$ cat src/rtl/pcw_pkg.sv
`timescale 1ns / 1ps
// ----------------------------------------------------------------------------
// pcw_pkg
// Shared types, constants and helper functions for the PNG chunk writer.
// ----------------------------------------------------------------------------
package pcw_pkg;

  // Field widths.
  localparam int LEN_W  = 31;
  localparam int TYPE_W = 32;
  localparam int BYTE_W = 8;
  localparam int CRC_W  = 32;

  // Command queue depth between the front and back ends.
  localparam int QDEPTH = 4;
  localparam int QPTR_W = $clog2(QDEPTH);
  localparam int QCNT_W = $clog2(QDEPTH + 1);

  localparam logic [LEN_W-1:0] MAX_COUNT = {LEN_W{1'b1}};
  localparam logic [CRC_W-1:0] CRC_INIT  = 32'hFFFF_FFFF;
  localparam logic [CRC_W-1:0] CRC_POLY  = 32'hEDB8_8320;

  // Item kinds.
  typedef enum logic [1:0] {
    KIND_SIG   = 2'd0,
    KIND_START = 2'd1,
    KIND_DATA  = 2'd2,
    KIND_END   = 2'd3
  } kind_t;

  // Result status codes.
  typedef enum logic [1:0] {
    STATUS_OK       = 2'd0,
    STATUS_MISMATCH = 2'd1,
    STATUS_ORDER    = 2'd2
  } status_t;

  // One classified transaction handed from the front end to the back end.
  typedef struct packed {
    kind_t              kind;
    logic               order_err;
    logic               mismatch;
    logic [LEN_W-1:0]   len;
    logic [TYPE_W-1:0]  ctype;
    logic [BYTE_W-1:0]  dbyte;
  } cmd_t;

  // Fixed eight-byte PNG signature.
  function automatic logic [BYTE_W-1:0] sig_byte(input logic [2:0] idx);
    logic [BYTE_W-1:0] b;
    case (idx)
      3'd0:    b = 8'h89;
      3'd1:    b = 8'h50;
      3'd2:    b = 8'h4E;
      3'd3:    b = 8'h47;
      3'd4:    b = 8'h0D;
      3'd5:    b = 8'h0A;
      3'd6:    b = 8'h1A;
      default: b = 8'h0A;
    endcase
    return b;
  endfunction

  // Big-endian byte select from a 32-bit word; select 0 is the top byte.
  function automatic logic [BYTE_W-1:0] be_byte(input logic [31:0] word,
                                                 input logic [1:0] sel);
    logic [BYTE_W-1:0] b;
    case (sel)
      2'd0:    b = word[31:24];
      2'd1:    b = word[23:16];
      2'd2:    b = word[15:8];
      default: b = word[7:0];
    endcase
    return b;
  endfunction

  // One byte of the reflected CRC-32, eight bit steps.
  function automatic logic [CRC_W-1:0] crc_byte(input logic [CRC_W-1:0] c_in,
                                                 input logic [BYTE_W-1:0] b);
    logic [CRC_W-1:0] c;
    c = c_in ^ {{(CRC_W-BYTE_W){1'b0}}, b};
    for (int i = 0; i < BYTE_W; i++) begin
      c = c[0] ? ((c >> 1) ^ CRC_POLY) : (c >> 1);
    end
    return c;
  endfunction

endpackage

$ cat src/rtl/pcw_front.sv
`timescale 1ns / 1ps
// ----------------------------------------------------------------------------
// pcw_front
// Accepts input transactions, checks chunk ordering, tracks the declared
// length and payload count, and pushes one command per item into the queue.
// ----------------------------------------------------------------------------
module pcw_front (
  input  logic                      clk,
  input  logic                      rst,
  input  logic                      in_valid,
  output logic                      in_ready,
  input  pcw_pkg::kind_t            kind,
  input  logic [pcw_pkg::LEN_W-1:0] body_length,
  input  logic [pcw_pkg::TYPE_W-1:0] chunk_type,
  input  logic [pcw_pkg::BYTE_W-1:0] data_byte,
  input  logic                      q_full,
  output logic                      push,
  output pcw_pkg::cmd_t             push_cmd
);
  import pcw_pkg::*;

  logic             chunk_open;
  logic [LEN_W-1:0] declared_length;
  logic [LEN_W-1:0] payload_count;
  logic             order_err;

  assign in_ready = !q_full;
  assign push     = in_valid && in_ready;

  // A signature or start needs a closed chunk; payload and end need an open one.
  always_comb begin
    case (kind)
      KIND_SIG, KIND_START: order_err = chunk_open;
      KIND_DATA, KIND_END:  order_err = !chunk_open;
      default:              order_err = 1'b1;
    endcase
  end

  // Build the command for the back end.
  always_comb begin
    push_cmd.kind      = kind;
    push_cmd.order_err = order_err;
    push_cmd.mismatch  = (payload_count != declared_length);
    push_cmd.len       = body_length;
    push_cmd.ctype     = chunk_type;
    push_cmd.dbyte     = data_byte;
  end

  // Chunk bookkeeping; an out-of-order item leaves it untouched.
  always_ff @(posedge clk) begin
    if (rst) begin
      chunk_open      <= 1'b0;
      declared_length <= '0;
      payload_count   <= '0;
    end else if (push && !order_err) begin
      case (kind)
        KIND_START: begin
          chunk_open      <= 1'b1;
          declared_length <= body_length;
          payload_count   <= '0;
        end
        KIND_DATA: begin
          if (payload_count != MAX_COUNT) begin
            payload_count <= payload_count + 1'b1;
          end
        end
        KIND_END: begin
          chunk_open      <= 1'b0;
          declared_length <= '0;
          payload_count   <= '0;
        end
        default: begin
        end
      endcase
    end
  end

endmodule

$ cat src/rtl/pcw_queue.sv
`timescale 1ns / 1ps
// ----------------------------------------------------------------------------
// pcw_queue
// Small command FIFO that decouples the front end from the serializer.
// ----------------------------------------------------------------------------
module pcw_queue (
  input  logic          clk,
  input  logic          rst,
  input  logic          push,
  input  pcw_pkg::cmd_t push_cmd,
  input  logic          pop,
  output pcw_pkg::cmd_t head_cmd,
  output logic          full,
  output logic          empty
);
  import pcw_pkg::*;

  cmd_t              entries [QDEPTH];
  logic [QPTR_W-1:0] wr_ptr;
  logic [QPTR_W-1:0] rd_ptr;
  logic [QCNT_W-1:0] level;

  assign full     = (level == QCNT_W'(QDEPTH));
  assign empty    = (level == '0);
  assign head_cmd = entries[rd_ptr];

  // Entry storage needs no reset.
  always_ff @(posedge clk) begin
    if (push) begin
      entries[wr_ptr] <= push_cmd;
    end
  end

  // Pointers and fill level.
  always_ff @(posedge clk) begin
    if (rst) begin
      wr_ptr <= '0;
      rd_ptr <= '0;
      level  <= '0;
    end else begin
      if (push) begin
        wr_ptr <= wr_ptr + 1'b1;
      end
      if (pop) begin
        rd_ptr <= rd_ptr + 1'b1;
      end
      if (push && !pop) begin
        level <= level + 1'b1;
      end else if (pop && !push) begin
        level <= level - 1'b1;
      end
    end
  end

endmodule

$ cat src/rtl/pcw_back.sv
`timescale 1ns / 1ps
// ----------------------------------------------------------------------------
// pcw_back
// Serializes queued commands into the byte stream, one byte per cycle while the
// consumer is ready, and runs the CRC-32 over type and payload bytes as sent.
// ----------------------------------------------------------------------------
module pcw_back (
  input  logic                       clk,
  input  logic                       rst,
  input  logic                       q_empty,
  input  pcw_pkg::cmd_t              head_cmd,
  output logic                       pop,
  output logic                       out_valid,
  input  logic                       out_ready,
  output logic [pcw_pkg::BYTE_W-1:0] out_byte,
  output logic                       last_of_run,
  output logic [1:0]                 status
);
  import pcw_pkg::*;

  cmd_t              cur;
  logic              cur_valid;
  logic [2:0]        idx;
  logic [CRC_W-1:0]  crc;
  logic [CRC_W-1:0]  crc_next;
  logic              out_load;
  logic              step;
  logic              is_last;
  logic [BYTE_W-1:0] byte_now;
  status_t           status_now;

  assign out_load = !out_valid || out_ready;
  assign step     = cur_valid && out_load;
  assign pop      = !q_empty && (!cur_valid || (step && is_last));

  // Byte, status and end of run for the current position.
  always_comb begin
    byte_now   = '0;
    status_now = STATUS_OK;
    is_last    = 1'b1;
    crc_next   = crc;
    if (cur.order_err) begin
      status_now = STATUS_ORDER;
    end else begin
      case (cur.kind)
        KIND_SIG: begin
          byte_now = sig_byte(idx);
          is_last  = (idx == 3'd7);
        end
        KIND_START: begin
          is_last = (idx == 3'd7);
          if (idx[2]) begin
            byte_now = be_byte(cur.ctype, idx[1:0]);
            crc_next = crc_byte((idx == 3'd4) ? CRC_INIT : crc, byte_now);
          end else begin
            byte_now = be_byte({1'b0, cur.len}, idx[1:0]);
          end
        end
        KIND_DATA: begin
          byte_now = cur.dbyte;
          crc_next = crc_byte(crc, cur.dbyte);
        end
        KIND_END: begin
          byte_now   = be_byte(~crc, idx[1:0]);
          is_last    = (idx == 3'd3);
          status_now = cur.mismatch ? STATUS_MISMATCH : STATUS_OK;
          crc_next   = (idx == 3'd3) ? CRC_INIT : crc;
        end
        default: begin
        end
      endcase
    end
  end

  // Current command and byte position.
  always_ff @(posedge clk) begin
    if (rst) begin
      cur_valid <= 1'b0;
      idx       <= '0;
      crc       <= CRC_INIT;
    end else begin
      if (step) begin
        crc <= crc_next;
      end
      if (pop) begin
        cur_valid <= 1'b1;
        idx       <= '0;
      end else if (step) begin
        if (is_last) begin
          cur_valid <= 1'b0;
        end else begin
          idx <= idx + 1'b1;
        end
      end
    end
  end

  always_ff @(posedge clk) begin
    if (pop) begin
      cur <= head_cmd;
    end
  end

  // Output register; holds while the consumer stalls.
  always_ff @(posedge clk) begin
    if (rst) begin
      out_valid <= 1'b0;
    end else if (out_load) begin
      out_valid <= step;
    end
  end

  always_ff @(posedge clk) begin
    if (step) begin
      out_byte    <= byte_now;
      last_of_run <= is_last;
      status      <= status_now;
    end
  end

endmodule

$ cat src/rtl/png_chunk_writer.sv
`timescale 1ns / 1ps
// ----------------------------------------------------------------------------
// png_chunk_writer
// PNG chunk framing: signature, length/type header, payload and CRC-32.
// ----------------------------------------------------------------------------
// The block takes one input transaction per cycle while its four-entry command
// queue has room, and delivers one output byte per cycle when the consumer is
// ready. A signature or a start chunk produces 8 bytes, an end chunk 4 bytes,
// and a payload byte or an out-of-order item a single byte. The serializer
// sends one byte per cycle when the consumer is ready and updates its CRC-32
// a byte at a time, so payload bytes stream at one per cycle. The CRC covers
// the type and payload bytes only, and length mismatches are reported in the
// status of all four CRC bytes.
module png_chunk_writer (
  input  logic                       clk,
  input  logic                       rst,
  input  logic                       in_valid,
  output logic                       in_ready,
  input  logic [1:0]                 kind,
  input  logic [pcw_pkg::LEN_W-1:0]  body_length,
  input  logic [pcw_pkg::TYPE_W-1:0] chunk_type,
  input  logic [pcw_pkg::BYTE_W-1:0] data_byte,
  output logic                       out_valid,
  input  logic                       out_ready,
  output logic [pcw_pkg::BYTE_W-1:0] out_byte,
  output logic                       last_of_run,
  output logic [1:0]                 status
);
  import pcw_pkg::*;

  logic push;
  cmd_t push_cmd;
  logic pop;
  cmd_t head_cmd;
  logic q_full;
  logic q_empty;

  // Front end: ordering checks and chunk bookkeeping.
  pcw_front u_front (
    .clk         (clk),
    .rst         (rst),
    .in_valid    (in_valid),
    .in_ready    (in_ready),
    .kind        (kind_t'(kind)),
    .body_length (body_length),
    .chunk_type  (chunk_type),
    .data_byte   (data_byte),
    .q_full      (q_full),
    .push        (push),
    .push_cmd    (push_cmd)
  );

  // Command queue between the two halves.
  pcw_queue u_queue (
    .clk      (clk),
    .rst      (rst),
    .push     (push),
    .push_cmd (push_cmd),
    .pop      (pop),
    .head_cmd (head_cmd),
    .full     (q_full),
    .empty    (q_empty)
  );

  // Back end: byte serializer and CRC.
  pcw_back u_back (
    .clk         (clk),
    .rst         (rst),
    .q_empty     (q_empty),
    .head_cmd    (head_cmd),
    .pop         (pop),
    .out_valid   (out_valid),
    .out_ready   (out_ready),
    .out_byte    (out_byte),
    .last_of_run (last_of_run),
    .status      (status)
  );

`ifndef SYNTHESIS
  // An out-of-order result is a single zero byte that ends its run.
  assert property (@(posedge clk) disable iff (rst)
    (out_valid && status == STATUS_ORDER) |-> (last_of_run && out_byte == 8'h00))
    else $error("out-of-order result is not a single zero byte");

  // Nothing is presented in the cycle after reset.
  assert property (@(posedge clk) disable iff (rst)
    $past(rst) |-> !out_valid)
    else $error("output valid right after reset");

  // The serializer never pulls from an empty queue.
  assert property (@(posedge clk) disable iff (rst)
    pop |-> !q_empty)
    else $error("pop from empty command queue");
`endif

endmodule

$ cat config.mk
export PLATFORM = sky130hd
export DESIGN_NAME = png_chunk_writer
export DESIGN_NICKNAME = d
export VERILOG_FILES = /design/src/rtl/pcw_pkg.sv /design/src/rtl/pcw_front.sv /design/src/rtl/pcw_queue.sv /design/src/rtl/pcw_back.sv /design/src/rtl/png_chunk_writer.sv
export SDC_FILE = /design/constraint.sdc
export NUM_CORES = 1
export LEC_CHECK = 0
export CORE_UTILIZATION = 63
export CTS_CLUSTER_SIZE = 16
export DETAILED_ROUTE_END_ITERATION = 7
export DONT_BUFFER_PORTS = 1
export GPL_TIMING_DRIVEN = 0
export PLACE_DENSITY = 0.79
export SETUP_SLACK_MARGIN = 0.05
export SYNTH_ARGS = -nofsm -noshare
export SYNTH_HDL_FRONTEND = slang
export SYNTH_SLANG_ARGS = --single-unit
$ cat constraint.sdc
create_clock -name clk -period 6.5 [get_ports clk]
set_input_delay 0.325 -clock clk [delete_from_list [all_inputs] [get_ports clk]]
set_output_delay 0.325 -clock clk [all_outputs]
set_load 0.02 [all_outputs]
* Word-level counts from Yosys, hierarchy flattened
Memories as Yosys holds them, arrays and structs flattened. A register that Yosys moved wholly into a read port is not among the register bits.
Index checks and enable logic that the tools add are counted.
** Storage, ports and cells
- Bits of input ports :: 77
- Memory bits (writable) :: 300
- Memories kept :: 1
- Logic and storage cells :: 146
- Bits in registers :: 118
- Output and inout bits :: 13
** Operators by class
- $add $sub $neg :: 6
- Reductions and logical operators :: 39
- Equality and inequality tests :: 20
- Bitwise logic cells :: 22
- Mux-type cells :: 44
** Memories
- u_queue.entries :: words 4, bits a word 75, read ports 1, clocked after memory_dff 1, wr ports 1, line pcw_queue.sv:18 : cmd_t entries [QDEPTH];
** Operators with widths (count)
- 32-bit two-way mux :: 19
- 13-bit inverter with 14-bit output :: 16
- 31-bit one-hot mux with 2 select lines :: 2
- 32-bit one-hot mux with 3 select lines :: 1
- 8-bit one-hot mux with 3 select lines :: 3
- 32-bit by 8-bit bitwise XOR with 32-bit output :: 2
- 8-bit one-hot mux with 6 select lines :: 1
- 8-bit two-way mux :: 4
- 32-bit inverter :: 1
- 8-bit one-hot mux with 4 select lines :: 1
- 31-bit by 1-bit adder with 31-bit output, second input constant :: 1
- 31-bit two-way mux :: 1
- 31-bit != test :: 1
- 31-bit != test, second input constant :: 1
- 3-bit == test, second input constant :: 4
- 2-bit OR reduction :: 6
- 2-bit == test, second input constant :: 5
- 2-bit nonzero test :: 5
- 1-bit logical NOT :: 8
- 1-bit logical AND :: 7
- 1-bit two-way mux :: 7
- 3-bit by 1-bit adder with 3-bit output, second input constant :: 2
- 2-bit by 1-bit == test with 1-bit output, second input constant :: 3
- 3-bit by 2-bit == test with 1-bit output, second input constant :: 2
- 14 further kinds :: 28

* Longest topological paths before layout
Gate-level depths: netlist of the first run.
- Word-level depth :: 24
- Mapped depth :: 15
- Mapped depth without buffers :: 13

* Modules after synthesis
A second synthesis of the first run with hierarchy kept.
** Second synthesis, totals
- Cells, all modules :: 1580
- Area total of the unflattened synthesis :: 22366.5 um^2
** Modules (own cells, without submodules)
- pcw_queue :: area an instance 11247.0 um^2, seq. area each 9188.8 um^2, instances 1, cells an instance 435
- pcw_back :: area an instance 7086.8 um^2, seq. area each 3323.2 um^2, instances 1, cells an instance 640
- pcw_front :: area an instance 4032.6 um^2, seq. area each 1261.2 um^2, instances 1, cells an instance 505

* Worst setup path after synthesis of the first run
Ideal clock, no wire load.
- Kind :: reg-to-reg
- From :: register u_back.idx[2]
- To :: register u_queue.level[2]
- Cell stages (with the launch flop) :: 16
- Slack :: 1.517 ns
- Library setup time :: 0.071 ns
- Required time :: 6.429 ns
- Arrival time :: 4.913 ns
- Period minus slack after synthesis :: 4.983 ns
- Buffers on the path :: 2
- Path through :: dfxtp_1 buf_1 inv_1 ha_1 and3b_1 o21ba_2 o21ai_0 o31a_1 clkbuf_1 inv_1 ha_1 inv_1 fa_1 xor2_1 or3_1 a21oi_1
** On the way
- Cells in the longest elaborated chain, start to end :: 9
- Elaborated cells on any way between the ends :: 12
- Classes of those cells :: 2 x eq/ne; 3 x mux; 7 x reduce/logical
** RTL lines
- from (decl) :: line pcw_back.sv:23 : logic [2:0] idx;
- from (signal assigned) :: line pcw_back.sv:92 : idx <= idx + 1'b1;
- 3-bit by 2-bit == test with 1-bit output / 3-bit == test (equally long branches) :: line pcw_back.sv:65, pcw_back.sv:48, pcw_back.sv:51
- 1-bit one-hot mux with 2 select lines * :: line pcw_back.sv:45 : case (cur.kind)
- 1-bit two-way mux * :: line pcw_back.sv:42 : if (cur.order_err) begin
- 1-bit logical AND * :: line pcw_back.sv:34 : assign pop = !q_empty && (!cur_valid || (step && is_last));
- 1-bit logical OR * :: line pcw_back.sv:34
- 1-bit logical AND * :: line pcw_back.sv:34
- net pop :: line png_chunk_writer.sv:33 : logic pop;
- 1-bit logical NOT :: line pcw_queue.sv:47 : if (push && !pop) begin
- 1-bit logical AND :: line pcw_queue.sv:47
- 3-bit two-way mux / 2-bit nonzero test (equally long branches)
- to (signal assigned) :: line pcw_queue.sv:48 : level <= level + 1'b1;
- to (signal assigned) :: line pcw_queue.sv:50 : level <= level - 1'b1;
- to (decl) :: line pcw_queue.sv:21 : logic [QCNT_W-1:0] level;
Mark *: on every way through the listed nets, which the timed path passes. The rest lies on a longest branch.
A chain may end at the register's enable or synchronous reset.

* Final worst setup path of the first run
- From :: register u_back.idx[1]
- To :: register u_back.crc[18]
** On the way
- Cells in the longest elaborated chain, start to end :: 20
- Elaborated cells on any way between the ends :: 29
- Classes of those cells :: 5 x eq/ne; 15 x mux; 7 x bitwise; 2 x reduce/logical
** RTL lines
- 2-bit == test (tied with other cells) :: line pcw_pkg.sv:68 : case (sel)
- 8-bit one-hot mux with 3 select lines :: line pcw_pkg.sv:68
- 8-bit two-way mux :: line pcw_back.sv:52 : if (idx[2]) begin
- 8-bit two-way mux :: line pcw_back.sv:45
- 8-bit two-way mux :: line pcw_back.sv:42
- 32-bit by 8-bit bitwise XOR with 32-bit output :: line pcw_pkg.sv:81 : c = c_in ^ {{(CRC_W-BYTE_W){1'b0}}, b};
- 32-bit two-way mux (2 in series) :: line pcw_pkg.sv:83 : c = c[0] ? ((c >> 1) ^ CRC_POLY) : (c >> 1);
- 13-bit inverter with 14-bit output (no source line)
- 32-bit two-way mux (2 in series) :: line pcw_pkg.sv:83
- 13-bit inverter with 14-bit output (no source line)
- 32-bit two-way mux :: line pcw_pkg.sv:83
- 13-bit inverter with 14-bit output (no source line)
- 32-bit two-way mux :: line pcw_pkg.sv:83
- 13-bit inverter with 14-bit output (no source line)
- 32-bit two-way mux (2 in series) :: line pcw_pkg.sv:83
- 32-bit two-way mux :: line pcw_back.sv:52
- 32-bit one-hot mux with 3 select lines :: line pcw_back.sv:45
- to (signal assigned) :: line pcw_back.sv:83 : crc <= crc_next;
- to (decl) :: line pcw_back.sv:24 : logic [CRC_W-1:0] crc;
Several ways; a longest one is shown, not always the timed one. The select of a mux whose other input is x is not followed.

==> metrics.yaml, run 1 <==
avgViaCountPerCell: 6.559
cts_buffers: 48
die_w_um: 183.6
synth_cell_types: 66
core.rowCount: 66
synth_fp_nets: 1438
grt_antenna_before_repair: 2
dieArea_mm2: 0.03370
ir_drop_mv: 0.3995
n_antenna_cell: 0
core_area_mm2: 0.03245
ioPinCount: 90
finalClockSkew_ps: 25.84
dpl.hpwl_um: 32630
clock_latency_ps: 590
cp.arrival_ps: 4360
fin_crit_ps: 3907
cts_buffer_depth: 3
fin_crit_sh_pct: 60.11
seq_area_frac_synth_pct: 66.11
nNetsFinal: 1568
grt_first_pass_wirelength_um: 80930
async_reset_ff_share_pct: 0
hp-class: "primary input to register"
routedWlPerCell_um: 27.92
syn_area_per_cell_um2: 15.42
p_leak_nw: 8.019
io_buffers: 0
wirelength_um: 54700
maxClockFrequency_mhz: 256.0
synthCells: 1347
critPathCaptureType: "register"
grt.total_usage_pct: 33.33
remaining_drc_errors: 0
cts.root.buffer_cell: "clkbuf_16"
synth_top_area_share_pct: 55.80
crit_type: "register to register"
worst_slack_ps: 2593
cp-start-kind: "register"
grt_pass1_vias: 12696
cts_tree: "built"
hold_slack_ps: 71.47
htree_num_levels: 2
synth_seq_cells: 493
slew_headroom_pct: 25.85
cp.required_ps: 6960
drv_slew: 0
yosys_warnings: 0
dp_slack_ps: 2674
vias: 12849
tightest_slew_ps: 1112
rsz0062_at_grt: "no"
post-synth-top-area-cell: "edfxtp_1"
ys.flop_type: "edfxtp_1"
areaGrowthSynthToFinish_pct: 15.27
ant_nets: 0
die_h_um: 183.6
gp_congestion: 0.9769
synth_edf_count: 386
max-cap-violations: 0
grt_max_degree: 67
floorplan.initialDensity_pct: 64.01
placed_cells: 1795
synth_area_leaders: "edfxtp_1, dfxtp_1, mux4_2"
layoutNonFillerInstCount: 1959
synth_area_mm2: 0.02077
cts_resized: 0
power_density_mw_per_mm2: 512.3
finalSetupViolCount: 0
crit_fanout: 9
clock-sinks: 493
drtPass1Iterations: 8
overflow: 0
drive_above_1_share_pct: 12.72
cts.clk_slew.worst_paths_ps: 60
status: "finished clean"
hold_violations: 0
first_iter_violations: 1455
## metal layers
layer  vias up  routed length [um]  track usage (%)
met1      6456               20740            44.27
met2       806               26690            54.52
met4         0                2172            13.67
met3       136                5093            6.379
met5         -                   0                0
li1       5451                   -                -
## synth_stat cells, drive strengths merged (13+ instances only)
cell,count
dfxtp,107
o22ai,18
mux4,75
edfxtp,386
a222oi,15
xnor2,133
xor2,56
nor2,84
ha,13
nand4,20
o221ai,15
inv,20
o21ai,27
clkbuf,52
buf,17
a21oi,69
nand3,15
nand2,64
a22o,31
## flip-flops by register name (all words and copies together), names as in the netlist
register / cells
u_back.out_byte: 8
u_back.cur_valid: 1
u_queue.wr_ptr: 2
u_queue.entries: 300
u_queue.level: 3
u_back.status: 2
u_queue.rd_ptr: 2
u_back.idx: 3
u_front.payload_count: 31
u_back.out_valid: 1
u_back.crc: 32
u_front.chunk_open: 1
u_back.cur: 75
u_front.declared_length: 31
u_back.last_of_run: 1
## worst max-delay path, cell delays in order, from the launching register on
cell and delay [ps]:
dfxtp_1 480, inv_1 150, ha_1 190, buf_2 210, a222oi_1 490, a21oi_1 350
xnor2_2 550, xnor3_1 600, xnor3_1 370, o221ai_1 290, nand2_1 90
## where the power goes
group          internal [mW]  switching (mW)
logic                   2.16            2.65
registers               4.13           0.346
clock network           1.75            1.24
## cell usage in the layout, fill, tap and decap left out, types with 5 or more instances in the layout
cell and n:
mux4_2 75, nand4_1 20, nor2b_1 9, xnor2_1 122, nor2_1 84, and2_1 6
clkinv_2 7, xnor3_1 11, o221ai_1 15, nand3_1 15, clkbuf_1 59, and3_1 7
dlygate4sd3_1 74, inv_1 20, ha_1 13, a22o_1 31, xor2_1 54, a211oi_1 12
buf_1 11, buf_16 5, a21oi_1 67, mux2i_1 5, xnor2_2 8, a222oi_1 15
o21ai_0 26, clkbuf_8 8, and4_1 6, clkbuf_16 48, buf_2 5, nor3_1 10
nor4_1 6, bufinv_16 7, or3_1 6, edfxtp_1 386, o22ai_1 18, dfxtp_1 107
nand2_1 64
## stage by stage
stage	TNS, ps	cell area [um^2]	util, %	total power [mW]
after detailed placement	0	21500	66.25	9.139
final	0	23950	73.78	12.27
after global routing	0	23950	73.78	12.72
after CTS	0	23950	73.78	12.19
after global placement	-4.693	21330	65.71	9.103
after floorplan	0	20770	-	7.990
## repair_timing
item | 4_1_cts | 5_1_grt
hold endpoints to repair | 326 | 0
setup endpoints to repair | 0 | 0
buffers inserted | 0 | 0
hold buffers | 74 | 0
## final timing paths
| check | start | end | slack, ps | depth (start not counted) |
|---|---|---|---|---|
| hold / removal | rst | u_front.payload_count[6]$_SDFFE_PP0P_ | 70 | 3 |
| setup reg to reg | u_back.idx[1]$_SDFFE_PP0P_ | u_back.crc[18]$_SDFFE_PP1P_ | 2590 | 10 |
| setup / recovery | u_back.idx[1]$_SDFFE_PP0P_ | u_back.crc[18]$_SDFFE_PP1P_ | 2590 | 10 |
| hold reg to reg | u_back.crc[8]$_SDFFE_PP1P_ | u_back.crc[8]$_SDFFE_PP1P_ | 470 | 2 |
## cells by family after synthesis
group           synth area share [%]
simple gates                   5.632
fa+ha+maj                     0.8794
xor+xnor                       9.848
buf+inv                        1.716
mux                            8.372
compound gates                 7.444
flops                          66.11
## cell type report
cell class	count	area [um^2]
Inverter	22	82.58
Clock buffer	65	1345
Buffer	69	277.8
Sequential cell	493	13730
Multi-Input combinational cell	763	6710
Clock inverter	25	357.8
Fill cell	1905	8508
Timing Repair Buffer	80	885.9
Tap cell	442	553.0
Note: power is estimated with default switching activity, not from simulation.
==> inputs of run 2 (changes only) <==
CORE_UTILIZATION = 57   (was 63)
PLACE_DENSITY = 0.75   (was 0.79)
clock period = 3.4 ns   (was 6.5 ns; I/O delays follow)
==> run 2 against run 1 <==
Total power increased by 97%; fmax increased by 14%; sequential power increased by 91%; global-route usage decreased by 5.0 points; the flow now finishes with violations (DRC, setup timing); largest power group unchanged; design area increased by 1.7%; hold slack got worse by 48 ps; combinational power increased by 110%; sequential cell count unchanged; wire length decreased by 5.8%; critical path type unchanged; via count decreased by 2.0%; first-iteration DRC count decreased by 14%; clock power increased by 83%.
==> metrics.yaml, run 2 (synthesis results as in run 1) <==
status: "complete, but fails checks"
violations: "DRC, setup timing"
grt.total_usage_pct: 28.29
cts.clk_slew.worst_paths_ps: 60
cts_tree: "built"
grt_first_pass_wirelength_um: 76420
rsz0062_at_grt: "no"
routedWlPerCell_um: 25.62
htree_num_levels: 2
cts_buffer_depth: 3
dieArea_mm2: 0.03721
drv_slew: 0
tightest_slew_ps: 1134
max-cap-violations: 0
p_int_mw: 15.87
worst_slack_ps: -32.64
finalSetupViolCount: 1
ir_drop_mv: 0.5236
p_seq_share_pct: 35.3
p_clk_share_pct: 22.6
cp.arrival_ps: 3870
wl_met1_um: 20570
io_buffers: 0
power_density_mw_per_mm2: 991.4
pwr-share-comb_pct: 42.1
highest_layer: "met5"
wl_met3_um: 4235
n_fill_cell: 2400
areaGrowthSynthToFinish_pct: 17.27
dpl.hpwl_um: 32600
largest_reg_flops: 300
layoutNonFillerInstCount: 2010
drive_above_1_share_pct: 15.37
first_iter_violations: 1256
p_leak_nw: 8.208
r2r_slack_ps: -30
mostFrequentLayoutCell: "edfxtp_1"
avgViaCountPerCell: 6.264
clock_latency_ps: 580
core.rowCount: 69
vias: 12591
reg_top3: "u_queue.entries (300), u_back.cur (75), u_back.crc (32)"
power.total_mw: 24.15
wirelength_um: 51500
placed_cells: 1813
cp.required_ps: 3840
fin_crit_sh_pct: 101.0
dp_slack_ps: -500.8
crit_type: "register to register"
final_cell_mix: "edfxtp_1, xnor2_1, dfxtp_1"
p_switching_mw: 8.282
nNetsFinal: 1600
fin_crit_ps: 3433
clock-sinks: 493
cts_buffers: 47
cp-start-kind: "register"
grt_pass1_vias: 12472
maxClockFrequency_mhz: 291.3
cts.root.buffer_cell: "clkbuf_16"
finalClockSkew_ps: 19.97
top_register: "u_queue.entries"
remaining_drc_errors: 6
core_area_mm2: 0.03574
floorplan.initialDensity_pct: 58.12
overflow: 0
critPathCaptureType: "register"
grt_max_degree: 59
crit_fanout: 10
swShare_pct: 34.29
ant_nets: 0
drtPass1Iterations: 8
hold_violations: 0
hp-class: "primary input to register"
gp_congestion: 0.9568
die_h_um: 192.9
grt_antenna_before_repair: 2
die_w_um: 192.9
met2_wirelength_um: 25110
slew_headroom_pct: 23.86
ioPinCount: 90
[run 2: per-layer routing]
metal / up-vias / track usage [%]
met4: 2 / 9.555
li1: 5509 / -
met5: - / 0
met2: 597 / 45.18
met1: 6368 / 39.06
met3: 115 / 5.765
[run 2: what timing repair did]
action                                  CTS  global route
cloned                                    1             1
pin swaps                                15            12
endpoints found under the hold margin   332             6
gates resized for setup                  20            15
endpoints found under the setup margin   21            51
hold buffers                             75             1
setup buffers                            20            10
[run 2: worst paths after layout]
check                        startpoint                               end  cells past startpoint
max reg2reg  u_back.idx[0]$_SDFFE_PP0P_        u_back.crc[4]$_SDFFE_PP1P_                     11
min                            in_valid  u_queue.entries[2][71]$_DFFE_PP_                      1
max          u_back.idx[0]$_SDFFE_PP0P_        u_back.crc[4]$_SDFFE_PP1P_                     11
min reg2reg  u_back.crc[8]$_SDFFE_PP1P_        u_back.crc[8]$_SDFFE_PP1P_                      2
[run 2: through the flow]
| step | TNS, ps | utilization [%] | hold slack [ps] | area, um^2 |
|---|---|---|---|---|
| after detailed placement | -4647 | 60.17 | 269.0 | 21500 |
| after global routing | 0 | 68.16 | 17.71 | 24360 |
| final | -32.64 | 68.16 | 22.98 | 24360 |
| after global placement | -364410 | 59.76 | 269.0 | 21360 |
| after CTS | 0 | 67.72 | 0.4499 | 24200 |
| after floorplan | 0 | - | 268.9 | 20780 |
[run 2: cell type report]
cell class	instances	area, um^2	share of cell area (%)
flip-flops and latches	493	13740	56.41
multi-input cells	763	6854	28.13
clock buffers	60	1286	5.280
repair buffers	113	1170	4.802
well taps	461	576.8	2.368
clock inverters	28	339.1	1.392
plain buffers	69	300.3	1.233
inverters	22	91.34	0.3749
diodes	1	2.502	0.01027
[run 2: critical path: stages (launching register included)]
cell	delay [ps]
dfxtp_4	380
inv_1	80
ha_2	230
buf_6	170
a222oi_1	670
a21oi_2	230
xnor2_2	180
buf_4	180
xnor3_2	480
xnor2_1	150
o221ai_1	420
nand2_1	120
[run 2: power groups by stage]
stage / Combinational, mW / Clock [mW] / Sequential, mW
2_1_floorplan: 6.88 / 0 / 8.36
3_3_place_gp: 8.71 / 0 / 8.62
3_5_place_dp: 8.82 / 0 / 8.62
4_1_cts: 9.80 / 5.52 / 8.50
5_1_grt: 10.7 / 5.75 / 8.59
6_report: 10.2 / 5.46 / 8.52
